## src/rtl/core/mplnrm_pkg.sv

```systemverilog
// ----------------------------------------------------------------------------
// mplnrm_pkg
// Shared constants, payload words and unit request types for the mean-pool
// and L2-normalize core.
// ----------------------------------------------------------------------------
`default_nettype none

package mplnrm_pkg;

    localparam int MAX_DIMS   = 512;
    localparam int MAX_TOKENS = 512;

    localparam int POS_W  = (MAX_DIMS > 1) ? $clog2(MAX_DIMS) : 1;
    localparam int EFF_W  = $clog2(MAX_DIMS + 1);
    localparam int CNT_W  = $clog2(MAX_TOKENS + 1);
    localparam int DIMS_W = 10;
    localparam int SUM_W  = 32;
    localparam int MEAN_W = 16;
    localparam int INV_W  = 32;
    localparam int DIV_W  = 64;
    // Squared norm: each squared mean is at most 2^30.
    localparam int SQ_W   = 31 + $clog2(MAX_DIMS);
    localparam int PROD_W = MEAN_W + INV_W;

    typedef enum logic [1:0] {
        ACT_ACCUM  = 2'd0,
        ACT_FINISH = 2'd1,
        ACT_READ   = 2'd2,
        ACT_CLEAR  = 2'd3
    } action_t;

    typedef struct packed {
        action_t            action;
        logic signed [15:0] hidden_value;
        logic [8:0]         read_index;
    } in_word_t;

    typedef struct packed {
        logic signed [15:0] normalized_value;
        logic               empty_flag;
    } out_word_t;

    typedef struct packed {
        logic             start;
        logic [DIV_W-1:0] dividend;
        logic [SQ_W-1:0]  divisor;
    } div_req_t;

    typedef struct packed {
        logic             done;
        logic [DIV_W-1:0] quotient;
    } div_rsp_t;

endpackage

`default_nettype wire

```

## src/rtl/core/mplnrm_divider.sv

```systemverilog
// ----------------------------------------------------------------------------
// mplnrm_divider
// Restoring unsigned divider, one quotient bit per cycle.
// ----------------------------------------------------------------------------
`default_nettype none

module mplnrm_divider (
    input  wire                   aclk,
    input  wire                   aresetn,
    input  mplnrm_pkg::div_req_t  req,
    output mplnrm_pkg::div_rsp_t  rsp
);

    localparam int STEP_W = $clog2(mplnrm_pkg::DIV_W + 1);

    logic                          busy_reg;
    logic                          done_reg;
    logic [STEP_W-1:0]             step_reg;
    logic [mplnrm_pkg::DIV_W-1:0]  quo_reg;
    logic [mplnrm_pkg::SQ_W-1:0]   rem_reg;
    logic [mplnrm_pkg::SQ_W-1:0]   dvs_reg;

    logic [mplnrm_pkg::SQ_W:0]     shifted;
    logic                          fits;

    assign shifted = {rem_reg, quo_reg[mplnrm_pkg::DIV_W-1]};
    assign fits    = (shifted >= {1'b0, dvs_reg});

    always_ff @(posedge aclk) begin
        if (!aresetn) begin
            busy_reg <= 1'b0;
            done_reg <= 1'b0;
            step_reg <= '0;
        end else begin
            done_reg <= 1'b0;
            if (req.start) begin
                busy_reg <= 1'b1;
                step_reg <= STEP_W'(mplnrm_pkg::DIV_W);
                quo_reg  <= req.dividend;
                rem_reg  <= '0;
                dvs_reg  <= req.divisor;
            end else if (busy_reg) begin
                if (fits) begin
                    rem_reg <= mplnrm_pkg::SQ_W'(shifted - {1'b0, dvs_reg});
                end else begin
                    rem_reg <= shifted[mplnrm_pkg::SQ_W-1:0];
                end
                quo_reg  <= {quo_reg[mplnrm_pkg::DIV_W-2:0], fits};
                step_reg <= step_reg - 1'b1;
                if (step_reg == STEP_W'(1)) begin
                    busy_reg <= 1'b0;
                    done_reg <= 1'b1;
                end
            end
        end
    end

    assign rsp.done     = done_reg;
    assign rsp.quotient = quo_reg;

endmodule

`default_nettype wire

```

## config.mk

```make
export PLATFORM = sky130hd
export DESIGN_NAME = mplnrm_divider
export DESIGN_NICKNAME = d
export VERILOG_FILES = /design/src/rtl/core/mplnrm_pkg.sv /design/src/rtl/core/mplnrm_divider.sv
export SDC_FILE = /design/constraint.sdc
export NUM_CORES = 1
export LEC_CHECK = 0
export BUFFER_PORTS_ARGS = -buffer_cell sky130_fd_sc_hd__buf_2
export CAP_MARGIN = 20
export CORE_MARGIN = 10
export CORE_UTILIZATION = 43
export CTS_CLUSTER_SIZE = 28
export DETAILED_ROUTE_END_ITERATION = 8
export PLACE_DENSITY = 0.71
export SYNTH_ARGS = -nofsm -noshare
export SYNTH_HDL_FRONTEND = slang
export SYNTH_SLANG_ARGS = --single-unit
```

## constraint.sdc

```tcl
create_clock -name aclk -period 7.95 [get_ports aclk]
set_input_delay 2.385 -clock aclk [delete_from_list [all_inputs] [get_ports aclk]]
set_output_delay 2.385 -clock aclk [all_outputs]
set_load 0.005 [all_outputs]
```

==> implementation parameters, run 1 <==
Parameter                              Value

Route
  Post-route antenna net violation count    0
  Number of search-and-repair iterations in the first detailed-routing pass    4
  Final wirelength    20.8 mm
  Number of vias in the routed layout    6187
  Detailed router's first-iteration violation count    303
  DRC violation count after routing    0
  Post-detailed-route via-to-cell ratio    5.28
  WL/cell    between 15 and 20 µm

Clock network
  Post-CTS repair timing setup buffer count    0
  Clock Path Buffers    2
  Clock net sink count    153
  Clk root buf    sky130_fd_sc_hd__clkbuf_16
  Source-to-sink clock delay at the later pin of the worst-skew pair    roughly 0.43 ns
  Clk slew on worst S/H paths    0.07 ns
  Count of hold buffers inserted by post-cts repair    0
  Num CTS Buffers    17
  Cts repair resizes    0
  H-tree depth    4
  TritonCTS clock tree    yes

Synthesis
  Most used DFF post-synth    sky130_fd_sc_hd__edfxtp_1
  Net count of the mapped netlist    880
  Leading cell type by number of instances after synthesis    sky130_fd_sc_hd__edfxtp_1
  Top-area cell type share of the netlist area    roughly 50%
  Leading post-synthesis cells by instance count    sky130_fd_sc_hd__edfxtp_1 (144), sky130_fd_sc_hd__mux2_2 (64), sky130_fd_sc_hd__nor2_1 (56)
  Leading cell types by total area after synthesis    sky130_fd_sc_hd__edfxtp_1 (50%), sky130_fd_sc_hd__mux2_2 (8.4%), sky130_fd_sc_hd__ha_1 (6.1%), sky130_fd_sc_hd__a21oi_1 (3.0%), sky130_fd_sc_hd__mux2i_1 (3.0%)
  Syn avg cell area    11.8 µm²
  Post-synthesis sequential area ratio    52.5%
  Post-synth cell types    63
  Netlist Area Pre-Place    between 0.008 and 0.009 mm²
  Register bit total from synthesis    153
  Number of instances in the synthesized netlist    between 700 and 800
  Async S/R FF share, synth    0%
  Total number of yosys warnings    0
  Number of flops mapped to enable cells by yosys    about 140
  Post-synthesis cell type with the largest combined area    sky130_fd_sc_hd__edfxtp_1

Pwr
  Portion of total power attributed to combinational logic    24.3%
  Sw frac    a little under a third
  Peak supply drop    0.159 mV
  Portion of total power attributed to the clock network    34.4%
  Sequential share of power    41.3%
  Total internal power    1700 µW
  Static Leakage    0.00425 µW
  Switching power    731 µW
  Power density over cell area    about 240 mW/mm²

Worst setup path
  R2r setup slk    ~4.0 ns
  Worst setup path start    req[104]
  Worst reg2reg path startpoint    rem_reg[13]$_SDFFCE_PP0P_
  Maximum fanout encountered on the critical timing path    56
  Worst EP arrival    4.30 ns
  Critical Path RT    around 8 ns
  Startpoint kind of the worst setup timing path    input port
  Worst r2r path cells    11
  Path type of the worst setup path    in -> reg
  FF-to-FF End    rem_reg[36]$_SDFFCE_PP0P_
  Type of element capturing the critical path    flop
  End point of the critical path    quo_reg[16]$_DFFE_PP_

Global routing
  Maximum number of pins on one net before global-route repair    57
  Number of antenna violations at the first check in global routing    7
  Overflow after GRT    0
  Global-route wire length before repair    between 30 and 40 mm
  Total global-route track usage    ~16%
  Number of global-route vias before repair    6437

Placed design
  Placed wire-length estimate after detailed placement    15.3 mm
  Global placement routability congestion    0.858
  IO buf count    171
  Area post-placement    0.00964 mm²

Floorplan
  Standard cell core area    ~0.02 mm²
  Number of standard-cell rows in the floorplan    51
  Top Ports    172
  Overall die area    0.0260 mm²
  Chip width    161 µm
  Die Span Y    161 µm
  Starting density of the core    44.0%

Worst hold path
  Beginning of the worst hold path    step_reg[6]$_SDFFE_PN0N_
  Class of the most critical hold timing path    reg -> reg

Cells and area
  Number of fill cells in the layout    around 1.8k
  Fraction of final layout cells with drive strength greater than 1    32.6%
  Max reg flops    64
  Nets    1041
  Area growth from synthesis to final layout    19.5%
  Post-route design area    0.0103 mm²

STA
  Unrepaired setup endpoints after global routing    false
  Tightest Pin Transition    0.980 ns
  Tcrit/Tclk final    53.3%
  Worst slew slack as a fraction of its limit    34.6%
  Number of hold violations in the final report    0
  Post-Route Setup TNS    0 ns
  Final critical-path required period    between 4 and 5 ns
  Max Clk Rate    approximately 240 MHz
  Number of failing setup endpoints in the final timing report    0
  Worst clock skew    0.0104 ns
  Final Max Tran Viols    0

Outcome
  Status    complete, no violations

Run
  Maximum Capacitance Violations    0
worst max-delay path: stages:
cell and delay [ns]:
sky130_fd_sc_hd__buf_4 0.49, sky130_fd_sc_hd__o21a_4 0.68, sky130_fd_sc_hd__buf_4 0.70
cell usage in the layout (no fill, tap or decap), types with 3 or more instances in the layout:
master	netlist	layout
sky130_fd_sc_hd__nor4_1	5	5
sky130_fd_sc_hd__clkbuf_16	0	17
sky130_fd_sc_hd__inv_1	54	54
sky130_fd_sc_hd__nand3b_1	4	4
sky130_fd_sc_hd__xnor2_1	20	20
sky130_fd_sc_hd__clkinv_4	0	3
sky130_fd_sc_hd__nand2b_1	8	8
sky130_fd_sc_hd__or3_1	3	3
sky130_fd_sc_hd__diode_2	0	3
sky130_fd_sc_hd__a31oi_1	8	8
sky130_fd_sc_hd__o21bai_1	6	6
sky130_fd_sc_hd__buf_4	1	5
sky130_fd_sc_hd__o21a_1	6	5
sky130_fd_sc_hd__or2_2	3	3
sky130_fd_sc_hd__and3_1	6	6
sky130_fd_sc_hd__a21oi_1	52	52
sky130_fd_sc_hd__edfxtp_1	144	144
sky130_fd_sc_hd__nor2_1	56	56
sky130_fd_sc_hd__mux2_2	64	64
sky130_fd_sc_hd__xor2_1	18	18
sky130_fd_sc_hd__ha_1	42	42
sky130_fd_sc_hd__o211ai_1	4	4
sky130_fd_sc_hd__nand2_1	36	36
sky130_fd_sc_hd__nand4_1	8	8
sky130_fd_sc_hd__nor2b_1	4	4
sky130_fd_sc_hd__dfxtp_1	9	9
sky130_fd_sc_hd__buf_2	6	170
sky130_fd_sc_hd__mux2i_1	26	26
sky130_fd_sc_hd__a21o_1	17	17
sky130_fd_sc_hd__nand3_1	17	17
sky130_fd_sc_hd__a211oi_1	6	6
sky130_fd_sc_hd__inv_6	0	4
sky130_fd_sc_hd__nor3_1	5	5
sky130_fd_sc_hd__a21boi_0	3	3
sky130_fd_sc_hd__inv_8	0	4
sky130_fd_sc_hd__a211oi_2	5	5
sky130_fd_sc_hd__o21ai_0	25	25
worst min-delay path by stage:
stage                                     end  depth (start not counted)  slack [ns]
after global routing      done_reg$_SDFF_PP0_                          1        0.53
after global placement    done_reg$_SDFF_PP0_                          1        0.47
after floorplan           done_reg$_SDFF_PP0_                          1        0.44
final                     done_reg$_SDFF_PP0_                          1        0.49
after detailed placement  done_reg$_SDFF_PP0_                          1        0.48
after CTS                 done_reg$_SDFF_PP0_                          1        0.49
power groups by stage:
stage | clock network [µW] | logic [µW] | registers, µW
detailed placement | 0 | 588 | 1020
floorplan | 0 | 453 | 1010
global placement | 0 | 579 | 1020
finish | 837 | 590 | 1000
CTS | 853 | 591 | 1000
global route | 889 | 660 | 1010
through the flow:
step / power [µW] / util [%] / std cells / setup WS (ns) / hold WS, ns
after floorplan: 1470 / - / 730 / 2.38 / 0.441
after global placement: 1600 / 49.4 / 1137 / 3.21 / 0.471
after detailed placement: 1610 / 49.4 / 1137 / 3.16 / 0.477
after CTS: 2450 / 52.5 / 1169 / 3.64 / 0.487
after global routing: 2560 / 52.5 / 1171 / 3.51 / 0.526
final: 2430 / 52.5 / 1172 / 3.71 / 0.486
layout make-up:
type / instances / area, µm² / share of cell area, %
clock buffer: 17 / 425 / 4.15
sequential: 153 / 4500 / 43.9
tap: 265 / 332 / 3.23
clock inverter: 15 / 179 / 1.74
antenna: 3 / 7.51 / 0.0732
inverter: 54 / 203 / 1.98
timing repair buffer: 175 / 888 / 8.66
multi-input combinational: 490 / 3720 / 36.2
per-layer routing:
metal / wire length, µm / track usage, % / part of all wire, % / vias to the layer above
li1: - / - / - / 3016
met1: 9110 / 19.2 / 44 / 2942
met2: 9320 / 24.6 / 45 / 194
met3: 2080 / 8.34 / 10 / 27
met4: 285 / 5.13 / 1.4 / 8
met5: 34 / 0 / 0.16 / -
cell families (layout without fill, tap and decap cells):
logic type               after synthesis  after routing  share of synthesized area [%]
multiplexers                          90             90                           11.4
AND/OR/NAND/NOR                      167            167                           9.62
flip-flops                           153            153                           52.5
other                                  0              3                              0
adder cells (fa/ha/maj)               43             43                           6.36
AO/OA/AOI/OAI                        152            152                           11.9
buffers and inverters                 87            261                           4.39
XOR/XNOR                              38             38                           3.88
(Power assumes the default switching activity.)
==> inputs of run 2 (changes only) <==
clock period = 4.35 ns   (was 7.95 ns; I/O delays follow)
==> run 2 against run 1 <==
Compared with the run above:
- global-route usage up 0.62 points
- combinational power is 85% higher
- hold slack got worse by 0.012 ns
- critical path depth is 8 higher
- sequential cell count is the same
- total power rose by 81%
- clock skew rose by 0.0040 ns
- largest cell class unchanged
- first-iteration DRC count increased by 19%
- sequential share of layout area is essentially flat
- die area stayed put
- worst setup slack lost 3.0 ns
- critical endpoint is now rem_reg[19]$_SDFFCE_PP0P_
==> implementation parameters, run 2 (synthesized netlist as in run 1, its figures left out) <==
Parameter                              Value

Clock network
  Clock net sink count    153 (unchanged)
  Num CTS Buffers    17 (unchanged)
  Count of hold buffers inserted by post-cts repair    0 (unchanged)
  Clock Path Buffers    2 (unchanged)
  Cts repair resizes    0 (unchanged)
  Clk slew on worst S/H paths    0.07 ns (about the same)
  TritonCTS clock tree    yes
  Source-to-sink clock delay at the later pin of the worst-skew pair    0.44 ns (about the same)
  Clk root buf    sky130_fd_sc_hd__clkbuf_16
  Post-CTS repair timing setup buffer count    0 (unchanged)
  H-tree depth    4 (unchanged)

Worst hold path
  Class of the most critical hold timing path    reg -> reg
  Hold path cells    1 (unchanged)

Global routing
  Global-route wire length before repair    34.7 mm (+2.3%)
  Number of global-route vias before repair    6453 (+0.25%)
  Number of antenna violations at the first check in global routing    7 (unchanged)
  Overflow after GRT    0 (unchanged)
  Total global-route track usage    16.7% (+0.62 points)
  Maximum number of pins on one net before global-route repair    51 (-11%)

STA
  Post-Route Setup TNS    0 ns (unchanged)
  Number of hold violations in the final report    0 (unchanged)
  Worst clock skew    0.0144 ns (+0.00402 ns)
  Worst slew slack as a fraction of its limit    36.0% (+1.3 points)
  Tcrit/Tclk final    84.0%
  Number of failing setup endpoints in the final timing report    0 (unchanged)
  Max Clk Rate    between 200 and 300 MHz
  Final critical-path required period    approximately 3.7 ns
  Final Max Tran Viols    0 (unchanged)
  Tightest Pin Transition    0.958 ns (-0.0220 ns)
  Unrepaired setup endpoints after global routing    false

Route
  Number of vias in the routed layout    6241 (+0.87%)
  WL/cell    18.3 µm (+3.1%)
  Detailed router's first-iteration violation count    362 (+19%)
  Final wirelength    21.5 mm (+3.3%)
  Post-detailed-route via-to-cell ratio    5.32 (+0.70%)
  Number of search-and-repair iterations in the first detailed-routing pass    5 (+1)
  Post-route antenna net violation count    0 (unchanged)
  DRC violation count after routing    0 (unchanged)

Pwr
  Sw frac    30.7% (+0.64 points)
  Total internal power    3050 µW (+79%)
  Static Leakage    0.00424 µW (-0.13%)
  Peak supply drop    0.283 mV (+78%)
  Portion of total power attributed to combinational logic    24.8% (+0.5 points)
  Portion of total power attributed to the clock network    33.6% (-0.8 points)
  Power density over cell area    429 mW/mm² (+81%)
  Switching power    1350 µW (+85%)
  Sequential share of power    41.6% (+0.3 points)

Worst setup path
  Maximum fanout encountered on the critical timing path    29 (-48%)
  Path type of the worst setup path    reg -> reg
  Type of element capturing the critical path    flop
  Worst r2r path cells    11 (unchanged)
  Worst EP arrival    3.83 ns (-0.47 ns)
  Startpoint kind of the worst setup timing path    flop
  Critical Path RT    4.52 ns (-3.49 ns)

Cells and area
  Leading cell types in the layout, fill and taps excluded    sky130_fd_sc_hd__buf_2 (170), sky130_fd_sc_hd__edfxtp_1 (144), sky130_fd_sc_hd__mux2_2 (64)
  Area growth from synthesis to final layout    19.6% (about the same)
  Number of fill cells in the layout    1805 (+2.8%)
  Max reg flops    64 (unchanged)
  Nets    1044 (+0.29%)
  Fraction of final layout cells with drive strength greater than 1    32.8% (+0.15 points)
  End-of-flow core utilization    52.6% (about the same)
  Most common cell after layout, fill and taps aside    sky130_fd_sc_hd__buf_2

Floorplan
  Chip width    161 µm (unchanged)
  Standard cell core area    0.0195 mm² (unchanged)
  Die Span Y    161 µm (unchanged)
  Starting density of the core    44.0% (unchanged)
  Top Ports    172 (unchanged)
  Number of standard-cell rows in the floorplan    51 (unchanged)
  Overall die area    0.0260 mm² (unchanged)

Outcome
  Status    complete, no violations

Placed design
  Global placement routability congestion    0.895 (+4.3%)
  IO buf count    171 (unchanged)
  Placed wire-length estimate after detailed placement    16.1 mm (+5.1%)

Run
  Maximum Capacitance Violations    0 (unchanged)
## run 2: changes by cell type in the layout (fill, tap and decap cells not counted), sizes merged
cell,change
buf,+3
clkinv,-3
clkinvlp,+3
bufinv,-1
## run 2: routing by layer
metal  vias up  routed length, µm  share of wire [%]  GRT usage, %
li1       3017                  -                  -             -
met1      2957               9160                 43          20.4
met2       226               9740                 45          25.6
met3        31               2340                 11          8.67
met4        10                219                1.0          3.89
met5         -                 71               0.33             0
## run 2: cell type report
class	instances	area [µm²]	area share, %
clock buffers	17	425	4.14
inverters	54	203	1.97
flip-flops and latches	153	4500	43.9
diodes	3	7.51	0.0731
multi-input cells	490	3720	36.2
clock inverters	14	154	1.50
repair buffers	178	923	9.00
well taps	265	332	3.23
## run 2: path summary, 6_finish.rpt
check	startpoint	endpoint	slack (ns)
setup / recovery	rem_reg[6]$_SDFFCE_PP0P_	rem_reg[19]$_SDFFCE_PP0P_	0.70
hold / removal	step_reg[6]$_SDFFE_PN0N_	done_reg$_SDFF_PP0_	0.47
setup reg to reg	rem_reg[6]$_SDFFCE_PP0P_	rem_reg[19]$_SDFFCE_PP0P_	0.70
hold reg to reg	step_reg[6]$_SDFFE_PN0N_	done_reg$_SDFF_PP0_	0.47
## run 2: metrics by stage
stage / hold slack, ns / power [µW] / area, µm² / instances / worst slack (ns)
6_report: 0.474 / 4400 / 10300 / 1174 / 0.696
5_1_grt: 0.497 / 4640 / 10300 / 1172 / 0.417
4_1_cts: 0.482 / 4440 / 10300 / 1171 / 0.667
3_5_place_dp: 0.472 / 2950 / 9680 / 1140 / 0.687
3_3_place_gp: 0.468 / 2930 / 9680 / 1140 / 0.792
2_1_floorplan: 0.441 / 2680 / 8580 / 730 / 0.930
## run 2: power groups by stage
stage	logic (µW)	registers [µW]	clock network [µW]
2_1_floorplan	828	1850	0
3_3_place_gp	1070	1860	0
3_5_place_dp	1080	1860	0
4_1_cts	1090	1830	1510
5_1_grt	1220	1850	1570
6_report	1090	1830	1480
## run 2: critical path: stages, from the launching register on
cell                        delay [ns]
sky130_fd_sc_hd__edfxtp_1         0.39
sky130_fd_sc_hd__ha_1             0.43
sky130_fd_sc_hd__nand2_1          0.15
sky130_fd_sc_hd__nor3_4           0.25
sky130_fd_sc_hd__o2111ai_1        0.17
sky130_fd_sc_hd__and3_4           0.24
sky130_fd_sc_hd__a31oi_4          0.19
sky130_fd_sc_hd__a221oi_2         0.10
sky130_fd_sc_hd__nor2_4           0.76
sky130_fd_sc_hd__buf_4            0.43
sky130_fd_sc_hd__mux2i_1          0.23
sky130_fd_sc_hd__nor2_1           0.06
